## src/rtl/cncd_pkg.sv

```systemverilog
// ----------------------------------------------------------------------------
// cncd_pkg
// Types, codes and small helper functions shared by the cpio newc deframer.
// ----------------------------------------------------------------------------
package cncd_pkg;

  typedef struct packed {
    logic [7:0] data_byte;
    logic       end_of_input;
  } cncd_in_t;

  typedef struct packed {
    logic [2:0]  byte_class;
    logic [7:0]  out_byte;
    logic [31:0] entry_size;
    logic [31:0] entry_mtime;
    logic [31:0] name_size;
    logic        entry_ready;
    logic [1:0]  archive_status;
  } cncd_out_t;

  // Parser phases; also the byte class reported for a byte in that phase.
  localparam logic [2:0] PH_HEADER  = 3'd0;
  localparam logic [2:0] PH_NAME    = 3'd1;
  localparam logic [2:0] PH_NAMEPAD = 3'd2;
  localparam logic [2:0] PH_DATA    = 3'd3;
  localparam logic [2:0] PH_DATAPAD = 3'd4;
  localparam logic [2:0] CLS_DISCARD = 3'd5;

  localparam logic [1:0] ST_RUN       = 2'd0;
  localparam logic [1:0] ST_END       = 2'd1;
  localparam logic [1:0] ST_BAD_MAGIC = 2'd2;
  localparam logic [1:0] ST_PREMATURE = 2'd3;

  localparam logic [6:0] HDR_LAST     = 7'd109;
  localparam logic [6:0] MAGIC_LEN    = 7'd6;
  localparam logic [6:0] OFS_SIZE     = 7'd54;
  localparam logic [6:0] OFS_MTIME    = 7'd46;
  localparam logic [6:0] OFS_NAMESIZE = 7'd94;
  localparam logic [6:0] HEX_DIGITS   = 7'd8;

  localparam logic [31:0] TRL_LEN    = 32'd10;
  localparam logic [31:0] TRL_LEN_PF = 32'd12;

  localparam logic [7:0] CH_DOT   = 8'h2E;
  localparam logic [7:0] CH_SLASH = 8'h2F;
  localparam logic [7:0] CH_NUL   = 8'h00;
  localparam logic [7:0] CH_9     = 8'h39;
  localparam logic [7:0] CH_UF    = 8'h46;

  function automatic logic [7:0] magic_char(input logic [2:0] idx);
    logic [7:0] ch;
    case (idx)
      3'd0:    ch = 8'h30;
      3'd1:    ch = 8'h37;
      3'd2:    ch = 8'h30;
      3'd3:    ch = 8'h37;
      3'd4:    ch = 8'h30;
      3'd5:    ch = 8'h31;
      default: ch = 8'h00;
    endcase
    return ch;
  endfunction

  function automatic logic [7:0] trailer_char(input logic [3:0] idx);
    logic [7:0] ch;
    case (idx)
      4'd0:    ch = 8'h54;
      4'd1:    ch = 8'h52;
      4'd2:    ch = 8'h41;
      4'd3:    ch = 8'h49;
      4'd4:    ch = 8'h4C;
      4'd5:    ch = 8'h45;
      4'd6:    ch = 8'h52;
      4'd7:    ch = 8'h21;
      4'd8:    ch = 8'h21;
      4'd9:    ch = 8'h21;
      default: ch = 8'h00;
    endcase
    return ch;
  endfunction

  // Does byte b keep a trailer track alive at compared position p?
  function automatic logic track_ok(input logic [31:0] p, input logic [7:0] b);
    logic ok;
    if (p < TRL_LEN) begin
      ok = (b == trailer_char(p[3:0]));
    end else if (p == TRL_LEN) begin
      ok = (b == CH_NUL);
    end else begin
      ok = 1'b1;
    end
    return ok;
  endfunction

  function automatic logic [31:0] hex_step(input logic [31:0] v, input logic [7:0] b);
    logic [7:0] k;
    if (b > CH_UF) begin
      k = 8'd87;
    end else if (b > CH_9) begin
      k = 8'd55;
    end else begin
      k = 8'd48;
    end
    return {v[27:0], 4'h0} + {24'h0, b} - {24'h0, k};
  endfunction

endpackage

```

## src/rtl/cncd_parse.sv

```systemverilog
// ----------------------------------------------------------------------------
// cncd_parse
// Parser state and its single-pass update for one archive byte per step.
// ----------------------------------------------------------------------------
module cncd_parse
  import cncd_pkg::*;
(
  input  logic      clk,
  input  logic      rst,
  input  logic      step,
  input  cncd_in_t  item,
  output cncd_out_t result
);

  logic [2:0]  phase, phase_next;
  logic [6:0]  header_count, header_count_next;
  logic [31:0] size_value, size_value_next;
  logic [31:0] mtime_value, mtime_value_next;
  logic [31:0] name_length, name_length_next;
  logic [31:0] region_count, region_count_next;
  logic [1:0]  pad_left, pad_left_next;
  logic [1:0]  trailer_match, trailer_match_next;
  logic        magic_ok, magic_ok_next;
  logic [1:0]  stop_status, stop_status_next;

  logic [7:0]  b;
  logic [31:0] rc_inc;
  logic [2:0]  cls;
  logic        ready_flag;
  logic        finish;
  logic [1:0]  tm;
  logic [1:0]  tm_fin;
  logic        mok;
  logic [1:0]  pad_dec;
  logic [1:0]  npad;
  logic [1:0]  dpad;
  logic        hit_plain;
  logic        hit_prefix;

  assign b       = item.data_byte;
  assign rc_inc  = region_count + 32'd1;
  assign pad_dec = pad_left - 2'd1;
  assign npad    = 2'd0 - (name_length[1:0] + 2'd2);
  assign dpad    = 2'd0 - size_value[1:0];

  always_comb begin
    phase_next         = phase;
    header_count_next  = header_count;
    size_value_next    = size_value;
    mtime_value_next   = mtime_value;
    name_length_next   = name_length;
    region_count_next  = region_count;
    pad_left_next      = pad_left;
    trailer_match_next = trailer_match;
    magic_ok_next      = magic_ok;
    stop_status_next   = stop_status;
    cls        = CLS_DISCARD;
    ready_flag = 1'b0;
    finish     = 1'b0;
    tm         = trailer_match;
    tm_fin     = trailer_match;
    mok        = magic_ok;
    hit_plain  = 1'b0;
    hit_prefix = 1'b0;
    if (stop_status != ST_RUN) begin
      cls = CLS_DISCARD;
    end else if (item.end_of_input) begin
      stop_status_next = (phase == PH_HEADER) ? ST_END : ST_PREMATURE;
    end else begin
      cls = phase;
      case (phase)
        PH_HEADER: begin
          if (header_count == 7'd0) begin
            mok = 1'b1;
          end
          if (header_count < MAGIC_LEN && b != magic_char(header_count[2:0])) begin
            mok = 1'b0;
          end
          magic_ok_next = mok;
          if (header_count >= OFS_SIZE && header_count < OFS_SIZE + HEX_DIGITS) begin
            size_value_next = hex_step(size_value, b);
          end
          if (header_count >= OFS_MTIME && header_count < OFS_MTIME + HEX_DIGITS) begin
            mtime_value_next = hex_step(mtime_value, b);
          end
          if (header_count >= OFS_NAMESIZE &&
              header_count < OFS_NAMESIZE + HEX_DIGITS) begin
            name_length_next = hex_step(name_length, b);
          end
          if (header_count == HDR_LAST) begin
            header_count_next = 7'd0;
            if (!mok) begin
              stop_status_next = ST_BAD_MAGIC;
            end else begin
              region_count_next  = 32'd0;
              trailer_match_next = 2'b11;
              if (name_length_next != 32'd0) begin
                phase_next = PH_NAME;
              end else begin
                phase_next    = PH_NAMEPAD;
                pad_left_next = 2'd2;
              end
            end
          end else begin
            header_count_next = header_count + 7'd1;
          end
        end
        PH_NAME: begin
          if (!track_ok(region_count, b)) begin
            tm[0] = 1'b0;
          end
          if (region_count == 32'd0) begin
            if (b != CH_DOT) begin
              tm[1] = 1'b0;
            end
          end else if (region_count == 32'd1) begin
            if (b != CH_SLASH) begin
              tm[1] = 1'b0;
            end
          end else if (!track_ok(region_count - 32'd2, b)) begin
            tm[1] = 1'b0;
          end
          trailer_match_next = tm;
          region_count_next  = rc_inc;
          if (rc_inc == name_length) begin
            if (npad != 2'd0) begin
              phase_next    = PH_NAMEPAD;
              pad_left_next = npad;
            end else begin
              finish = 1'b1;
              tm_fin = tm;
            end
          end
        end
        PH_NAMEPAD: begin
          pad_left_next = pad_dec;
          if (pad_dec == 2'd0) begin
            finish = 1'b1;
          end
        end
        PH_DATA: begin
          region_count_next = rc_inc;
          if (rc_inc == size_value) begin
            if (dpad != 2'd0) begin
              phase_next    = PH_DATAPAD;
              pad_left_next = dpad;
            end else begin
              phase_next        = PH_HEADER;
              header_count_next = 7'd0;
            end
          end
        end
        PH_DATAPAD: begin
          pad_left_next = pad_dec;
          if (pad_dec == 2'd0) begin
            phase_next        = PH_HEADER;
            header_count_next = 7'd0;
          end
        end
        default: begin
          phase_next        = PH_HEADER;
          header_count_next = 7'd0;
        end
      endcase
      if (finish) begin
        hit_plain  = tm_fin[0] && (name_length >= TRL_LEN);
        hit_prefix = tm_fin[1] && (name_length >= TRL_LEN_PF);
        if (hit_plain || hit_prefix) begin
          stop_status_next = ST_END;
        end else begin
          ready_flag        = 1'b1;
          region_count_next = 32'd0;
          if (size_value != 32'd0) begin
            phase_next = PH_DATA;
          end else begin
            phase_next        = PH_HEADER;
            header_count_next = 7'd0;
          end
        end
      end
    end
  end

  always_ff @(posedge clk) begin
    if (rst) begin
      phase         <= PH_HEADER;
      header_count  <= 7'd0;
      size_value    <= 32'd0;
      mtime_value   <= 32'd0;
      name_length   <= 32'd0;
      region_count  <= 32'd0;
      pad_left      <= 2'd0;
      trailer_match <= 2'b11;
      magic_ok      <= 1'b1;
      stop_status   <= ST_RUN;
    end else if (step) begin
      phase         <= phase_next;
      header_count  <= header_count_next;
      size_value    <= size_value_next;
      mtime_value   <= mtime_value_next;
      name_length   <= name_length_next;
      region_count  <= region_count_next;
      pad_left      <= pad_left_next;
      trailer_match <= trailer_match_next;
      magic_ok      <= magic_ok_next;
      stop_status   <= stop_status_next;
    end
  end

  always_comb begin
    result.byte_class     = cls;
    result.out_byte       = item.end_of_input ? 8'h00 : b;
    result.entry_size     = size_value_next;
    result.entry_mtime    = mtime_value_next;
    result.name_size      = name_length_next;
    result.entry_ready    = ready_flag;
    result.archive_status = stop_status_next;
  end

endmodule

```

## src/rtl/cpio_newc_stream_deframer.sv

```systemverilog
// ----------------------------------------------------------------------------
// cpio_newc_stream_deframer
// Byte-stream deframer for cpio newc archives.
//
// Requests on the item channel carry one archive byte, or an end-of-input
// mark. For each request one result comes out on the result channel: the
// byte's class, the byte itself, the decoded size, mtime and name size of
// the current entry, an entry-ready pulse and the archive status.
// Both channels use valid/ready; a request is taken when both are high.
// A request waits in the input register, and the parser update then loads the
// result register once that register is free or its result is being taken.
// Throughput is one request per cycle while the receiver does not stall; the
// parser handles one byte per cycle with a 32-bit hex digit shift, add and
// subtract.
// Reset clears the parser to the start of a header with status running.
// When the receiver stalls, the result register holds, the input register
// fills, and item_ready drops until the result is taken. Once the status
// is not running, every further request yields a discarded result.
// ----------------------------------------------------------------------------
module cpio_newc_stream_deframer
  import cncd_pkg::*;
(
  input  logic      clk,
  input  logic      rst,
  input  logic      item_valid,
  output logic      item_ready,
  input  cncd_in_t  item,
  output logic      result_valid,
  input  logic      result_ready,
  output cncd_out_t result
);

  logic      hold_valid;
  cncd_in_t  hold_item;
  logic      step;
  cncd_out_t parse_result;

  assign step       = hold_valid && (!result_valid || result_ready);
  assign item_ready = !hold_valid || step;

  always_ff @(posedge clk) begin
    if (rst) begin
      hold_valid <= 1'b0;
    end else if (item_ready) begin
      hold_valid <= item_valid;
    end
  end

  always_ff @(posedge clk) begin
    if (item_ready && item_valid) begin
      hold_item <= item;
    end
  end

  cncd_parse u_parse (
    .clk    (clk),
    .rst    (rst),
    .step   (step),
    .item   (hold_item),
    .result (parse_result)
  );

  always_ff @(posedge clk) begin
    if (rst) begin
      result_valid <= 1'b0;
    end else if (step) begin
      result_valid <= 1'b1;
    end else if (result_ready) begin
      result_valid <= 1'b0;
    end
  end

  always_ff @(posedge clk) begin
    if (step) begin
      result <= parse_result;
    end
  end

endmodule
```

## config.mk

```make
export PLATFORM = sky130hd
export DESIGN_NAME = cpio_newc_stream_deframer
export DESIGN_NICKNAME = d
export VERILOG_FILES = /design/src/rtl/cncd_pkg.sv /design/src/rtl/cncd_parse.sv /design/src/rtl/cpio_newc_stream_deframer.sv
export SDC_FILE = /design/constraint.sdc
export NUM_CORES = 1
export LEC_CHECK = 0
export BUFFER_PORTS_ARGS = -buffer_cell sky130_fd_sc_hd__buf_4
export CAP_MARGIN = 5
export CORE_MARGIN = 3
export CORE_UTILIZATION = 50
export CTS_BUF_LIST = sky130_fd_sc_hd__clkbuf_8
export DETAILED_ROUTE_END_ITERATION = 10
export PLACE_DENSITY = 0.73
export SYNTH_ARGS = -nofsm -noshare
export SYNTH_HDL_FRONTEND = slang
export SYNTH_SLANG_ARGS = --single-unit
```

## constraint.sdc

```tcl
create_clock -name clk -period 5.9 [get_ports clk]
set_clock_uncertainty 0.15 [all_clocks]
set_input_delay 0.885 -clock clk [delete_from_list [all_inputs] [get_ports clk]]
set_output_delay 0.885 -clock clk [all_outputs]
set_load 0.02 [all_outputs]
```

==> results of run 1 <==
-- repair_timing --
item                                    CTS  global route
endpoints found under the setup margin    0            13
endpoints found under the hold margin     0             0
hold buffers                              0             0
resized for setup                         0             5
-- final timing paths --
| kind | slack, ns | cells after the start | start | end |
|---|---|---|---|---|
| worst min-delay path | 0.26 | 1 | item[4] | hold_item[4] |
| worst max register to register | 0.38 | 18 | hold_item[8] | u_parse.pad_left[0] |
| worst max-delay path | 0.38 | 18 | hold_item[8] | u_parse.pad_left[0] |
| worst min register to register | 0.33 | 2 | u_parse.mtime_value[3] | u_parse.mtime_value[3] |
-- logic make-up (layout without fill, tap and decap cells) --
| kind of cell | count (synthesis) | after routing | synth area share |
|---|---|---|---|
| xor+xnor | 151 | 151 | 0.0700 |
| simple gates | 977 | 977 | 0.233 |
| mux | 22 | 22 | 0.0109 |
| flops | 273 | 273 | 0.316 |
| buf+inv | 300 | 437 | 0.0559 |
| fa+ha+maj | 156 | 156 | 0.0952 |
| compound gates | 716 | 716 | 0.219 |
-- placed cells by master (no fill, tap or decap), types with 15 or more instances in the layout --
cell,count
clkbuf_8,56
a211oi_1,34
o21bai_1,19
nor2b_1,25
or3_1,25
o21ai_0,195
and2_1,16
nor4_1,40
nand3_1,63
nor3b_1,18
a31oi_1,45
and3_1,19
o21a_1,15
nand2_1,341
edfxtp_1,119
and4_1,21
nor3_1,60
nand2b_1,32
o31ai_1,22
nor2_1,196
inv_1,172
dfxtp_1,154
xor2_1,49
a21o_1,27
xnor2_1,91
a21oi_1,180
nand4_1,45
mux2i_1,15
buf_4,178
ha_1,149
-- sequential cells by signal (all words and copies together) (netlist names), 2 cells and up, named ones only --
| name | cells |
|---|---|
| result | 110 |
| u_parse.mtime_value | 32 |
| u_parse.name_length | 32 |
| u_parse.region_count | 32 |
| u_parse.size_value | 32 |
| hold_item | 9 |
| u_parse.header_count | 7 |
| u_parse.phase | 3 |
| u_parse.pad_left | 2 |
| u_parse.stop_status | 2 |
| u_parse.trailer_match | 2 |
-- metal layers --
| layer | global-route usage | vias up |
|---|---|---|
| met4 | 0.101 | 0 |
| li1 | - | 9624 |
| met2 | 0.524 | 1030 |
| met3 | 0.0466 | 175 |
| met5 | 0 | - |
| met1 | 0.462 | 9935 |
-- power groups by stage --
stage	Sequential (mW)	Clock [mW]	Combinational, mW
after floorplan	2.14	0	0.431
after global placement	2.09	0	0.711
after detailed placement	2.10	0	0.722
after CTS	2.06	2.32	0.727
after global routing	2.06	2.40	0.797
final	2.06	2.28	0.742
-- through the flow --
| step | power (mW) | area, µm² |
|---|---|---|
| after floorplan | 2.57 | 21000 |
| after global placement | 2.81 | 22500 |
| after detailed placement | 2.82 | 22500 |
| after CTS | 5.10 | 23800 |
| after global routing | 5.26 | 23800 |
| final | 5.08 | 23800 |
-- worst reg2reg max path: stages (launching register included) --
cell      delay [ns]
edfxtp_1        0.49
nor4_2          0.38
o21ai_0         0.17
nand2_1         0.13
inv_1           0.19
fa_1            0.53
inv_1           0.04
ha_1            0.26
or3_1           0.39
a31oi_1         0.20
o21a_1          0.29
a211oi_1        0.12
nor3_1          0.60
a311oi_1        0.29
and4_1          0.28
nor3_1          0.35
and4_1          0.27
and2_1          0.16
o21ai_0         0.10
-- final cells by class --
class                      count  area share
clock buffer                  56      0.0324
clock inverter                39      0.0196
inverter                     164      0.0261
multi-input combinational   2022       0.558
sequential                   273       0.280
tap                          532      0.0280
timing repair buffer         178      0.0562
==> impl_metrics.json, run 1 <==
{
  "status": "completed",
  "cp_num_buf_inv": 2,
  "yosys_warnings": 0,
  "met1_length_um": 32800,
  "min_period_ns": 5.52,
  "cts_sinks": 273,
  "drtAntennaViolNets": 0,
  "worstPathArrival_ns": 5.89,
  "num_io_pins": 125,
  "cap_viol_max_count": 0,
  "synth_flop_cell": "dfxtp_1",
  "place_congestion": 0.996,
  "clockBufferDepth": 3,
  "syn_area_um2": 21000,
  "hp-class": "input port to register",
  "critPathKind": "register to register",
  "dp_cells": 3169,
  "synthArstFlopShare": 0,
  "synth_edf_count": 119,
  "htreeDepth": 2,
  "cts_root_buf": "clkbuf_8",
  "worst_slack_ns": 0.377,
  "syn_to_final_growth_pct": 13.0,
  "via_count": 20800,
  "rows": 74,
  "grt_max_degree": 72,
  "holdWs_ns": 0.256,
  "grt_use_total": 0.328,
  "max_freq_mhz": 181,
  "drive_above_1_share": 0.117,
  "clk_pin_slew_ns": 0.06,
  "yosysSeqAreaShare": 0.316,
  "multi_input_area_um2": 13300,
  "cts_setup_buffers": 0,
  "switching_share": 0.280,
  "critPathMaxStageDelay_ns": 0.60,
  "worst_pin_slew_ns": 1.03,
  "finalMaxSlewViolations": 0,
  "dr_wl_met2_um": 34000,
  "yosysTopAreaCell": "edfxtp_1",
  "cp_slowest_cell": "nor3_1",
  "leakage_nw": 8.92,
  "power.switching_mw": 1.42,
  "dpl_worst_slack_ns": 0.213,
  "antenna_cells": 0,
  "avgSynthCellArea_um2": 8.11,
  "ys_ff_latch": 273,
  "timing.final.hold_violations": 0,
  "cp_top_family": "simple AND/OR/NAND/NOR gates",
  "clockPowerShare": 0.449,
  "critPathLaunchType": "register",
  "fp.dieArea_um2": 44600,
  "crit_fanout": 7,
  "post-route-period-util": 0.936,
  "ys_types": 104,
  "ys_top_cells_by_count": "nand2_1 (341), nor2_1 (196), o21ai_0 (196), a21oi_1 (180), inv_1 (160)",
  "cts_tree": "built",
  "start_util": 0.511,
  "combPwrFrac": 0.146,
  "die_y_um": 211,
  "top_layer": "met4",
  "required_ns": 6.27,
  "rsz0062_at_grt": "false",
  "internal_power_mw": 3.66,
  "powerDensity_nw_per_um2": 214,
  "drt-total-wl_um": 75300,
  "finalSetupTns_ns": 0,
  "grt-ovfl-total": 0,
  "fin_util": 0.577,
  "wire_per_inst_um": 23.1,
  "synth.net_count": 2764,
  "setup_viol_count_final": 0,
  "max-vdd-ir-drop_v": 0.000144,
  "fillCellCount": 3777,
  "grt_first_pass_wirelength_um": 115000,
  "die_w_um": 211,
  "coreArea_um2": 41200,
  "synthTopCellsByArea": "edfxtp_1 (17%), dfxtp_1 (15%), ha_1 (8.9%)",
  "relSlewSlack": 0.305,
  "register_area_um2": 6660,
  "synth.most_common_cell": "nand2_1",
  "hpwl_um": 56300,
  "grt_pass1_vias": 19300,
  "nNetsFinal": 2859,
  "pwr-share-seq": 0.405,
  "synth_top_cell_area_share": 0.170,
  "path_cells": "nor4_2 > o21ai_0 > nand2_1 > inv_1 > fa_1 > inv_1 > ha_1 > or3_1 > a31oi_1 > o21a_1 > a211oi_1 > nor3_1 > a311oi_1 > and4_1 > nor3_1 > and4_1 > and2_1 > o21ai_0",
  "port_buffers": 124,
  "end_kind": "register",
  "dr.pass1.iters": 6,
  "grt_antenna_before_repair": 0,
  "fin_cells": 3264,
  "synthCells": 2595,
  "initialDrtViolationCount": 2403,
  "drc": 0,
  "viasPerCell": 6.36,
  "wl_met3_um": 6080,
  "insertion_delay_ns": 0.66,
  "cts_made_buffers": 51
}
Power figures use the tool's default switching activity.
==> inputs of run 2 (changes only) <==
--- a/config.mk
+++ b/config.mk
@@ -10,8 +10,10 @@
 export CORE_MARGIN = 3
 export CORE_UTILIZATION = 50
 export CTS_BUF_LIST = sky130_fd_sc_hd__clkbuf_8
+export CTS_CLUSTER_SIZE = 40
 export DETAILED_ROUTE_END_ITERATION = 10
 export PLACE_DENSITY = 0.73
 export SYNTH_ARGS = -nofsm -noshare
 export SYNTH_HDL_FRONTEND = slang
+export SYNTH_HIERARCHICAL = 1
 export SYNTH_SLANG_ARGS = --single-unit
==> impl_metrics.json, run 2 <==
{
  "status": "completed",
  "synth_flop_cell": "dfxtp_1",
  "finalMaxSlewViolations": 0,
  "clk_pin_slew_ns": 0.06,
  "syn_area_um2": 21200,
  "finalSetupTns_ns": 0,
  "worstPathArrival_ns": 6.00,
  "grt_first_pass_wirelength_um": 113000,
  "fin_util": 0.578,
  "drtAntennaViolNets": 0,
  "mostFrequentLayoutCell": "nand2_1",
  "nNetsFinal": 2823,
  "viasPerCell": 6.35,
  "grt_use_total": 0.321,
  "fp.dieArea_um2": 44900,
  "grt_max_degree": 64,
  "dp_cells": 3135,
  "synthTopCellsByArea": "edfxtp_1 (17%), dfxtp_1 (15%), ha_1 (8.8%)",
  "yosys_warnings": 6,
  "die_y_um": 212,
  "num_io_pins": 125,
  "via_count": 20500,
  "hpwl_um": 55700,
  "timing.final.hold_violations": 0,
  "rows": 74,
  "max_freq_mhz": 178,
  "cts_root_buf": "clkbuf_8",
  "synth_edf_count": 119,
  "grt-ovfl-total": 0,
  "drc": 0,
  "relSlewSlack": 0.220,
  "cts_tree": "built",
  "synth.most_common_cell": "nand2_1",
  "end_kind": "register",
  "synth_top_cell_area_share": 0.168,
  "dr.pass1.iters": 6,
  "required_ns": 6.29,
  "crit_fanout": 5,
  "wire_per_inst_um": 22.9,
  "cts_made_buffers": 49,
  "avgSynthCellArea_um2": 8.32,
  "drive_above_1_share": 0.129,
  "clockBufferDepth": 3,
  "fin_cells": 3228,
  "ys_types": 106,
  "synthArstFlopShare": 0,
  "initialDrtViolationCount": 2192,
  "critPathKind": "register to register",
  "cts_setup_buffers": 0,
  "max-vdd-ir-drop_v": 0.000146,
  "htreeDepth": 2,
  "cap_viol_max_count": 0,
  "critPathLaunchType": "register",
  "start_util": 0.513,
  "die_w_um": 212,
  "grt_pass1_vias": 19500,
  "port_buffers": 124,
  "rsz0062_at_grt": "false",
  "ys_top_cells_by_count": "nand2_1 (248), nor2_1 (224), o21ai_0 (190), inv_1 (160), dfxtp_1 (154)",
  "powerDensity_nw_per_um2": 214,
  "grt_antenna_before_repair": 1,
  "synth.net_count": 2718,
  "cts_sinks": 273,
  "worst_pin_slew_ns": 1.16,
  "yosysSeqAreaShare": 0.314,
  "insertion_delay_ns": 0.65,
  "total_power_mw": 5.12,
  "top_register": "result",
  "min_period_ns": 5.61,
  "final_cell_mix": "nand2_1 (248), nor2_1 (224), buf_4 (197)",
  "largest_reg_flops": 110,
  "place_congestion": 1.01,
  "hp-class": "input port to register",
  "ys_ff_latch": 273,
  "coreArea_um2": 41400,
  "yosysTopAreaCell": "edfxtp_1",
  "holdWs_ns": 0.260,
  "syn_to_final_growth_pct": 12.8,
  "setup_viol_count_final": 0,
  "synthCells": 2549,
  "leakage_nw": 9.42,
  "post-route-period-util": 0.951,
  "drt-total-wl_um": 74000
}
run 2: cell types whose count changed in the layout (fill, tap and decap cells not counted), sizes merged, moves of 19 or more:
cell / delta
buf: +19
mux2i: +32
a31oi: -26
nor2: +30
xnor2: +30
a21oi: -36
nand2: -93
run 2: routing by layer:
layer / vias up / track usage / routed length (µm)
met5: - / 0 / 13
met4: 2 / 0.157 / 3720
met3: 235 / 0.0556 / 6010
met2: 1008 / 0.521 / 33800
met1: 9771 / 0.415 / 30400
li1: 9490 / - / -
run 2: final timing paths:
kind                            slack (ns)                      end                     from  depth (start not counted)
worst max register to register        0.29      u_parse/pad_left[1]             hold_item[4]                         16
worst max-delay path                  0.29      u_parse/pad_left[1]             hold_item[4]                         16
worst min register to register        0.31  u_parse/mtime_value[28]  u_parse/mtime_value[28]                          2
worst min-delay path                  0.26             hold_item[0]                  item[0]                          1
run 2: area by class of cell:
type / count / area, µm²
fillers: 3730 / 17500
clock buffers: 57 / 785
clock inverters: 35 / 319
flip-flops and latches: 273 / 6660
repair buffers: 197 / 1480
well taps: 532 / 666
multi-input cells: 1972 / 13400
diodes: 1 / 2.50
inverters: 161 / 604
run 2: kinds of logic after synthesis:
logic type / after synthesis / share of synthesized area
AOI/OAI and AO/OA: 647 / 0.201
xor gates and xnor gates: 168 / 0.0759
adders and majority gates: 156 / 0.0945
buffers and inverters: 304 / 0.0558
DFF: 273 / 0.314
muxes: 63 / 0.0307
and+or+nand+nor: 938 / 0.229
run 2: critical path, stage by stage (launching register included):
cell and delay (ns):
edfxtp_1 0.38, or3_1 0.43, a31oi_1 0.16, o21ai_1 0.16
fa_1 0.47, ha_1 0.38, nand3_1 0.09, o2111a_1 0.30
a2111o_1 0.39, o211a_1 0.20, o31ai_1 0.61, a2111o_1 0.26
o211ai_1 0.14, o31a_1 0.34, a2111o_1 0.38, o31ai_2 0.32
mux2_1 0.35
run 2: stage by stage:
| step | setup slack, ns | instance area, µm² |
|---|---|---|
| floorplan | 0.361 | 21200 |
| global placement | 0.348 | 22800 |
| detailed placement | 0.159 | 22800 |
| CTS | 0.120 | 23900 |
| global route | 0.0580 | 23900 |
| finish | 0.291 | 23900 |
run 2: power breakdown:
part	switching, mW	internal, mW
logic	0.630	0.406
clock network	0.859	1.15
registers	0.0418	2.04
total	1.53	3.59
run 2: timing repair:
action,CTS,global route
hold buffers,0,0
resized for setup,0,7
endpoints found under the setup margin,0,10
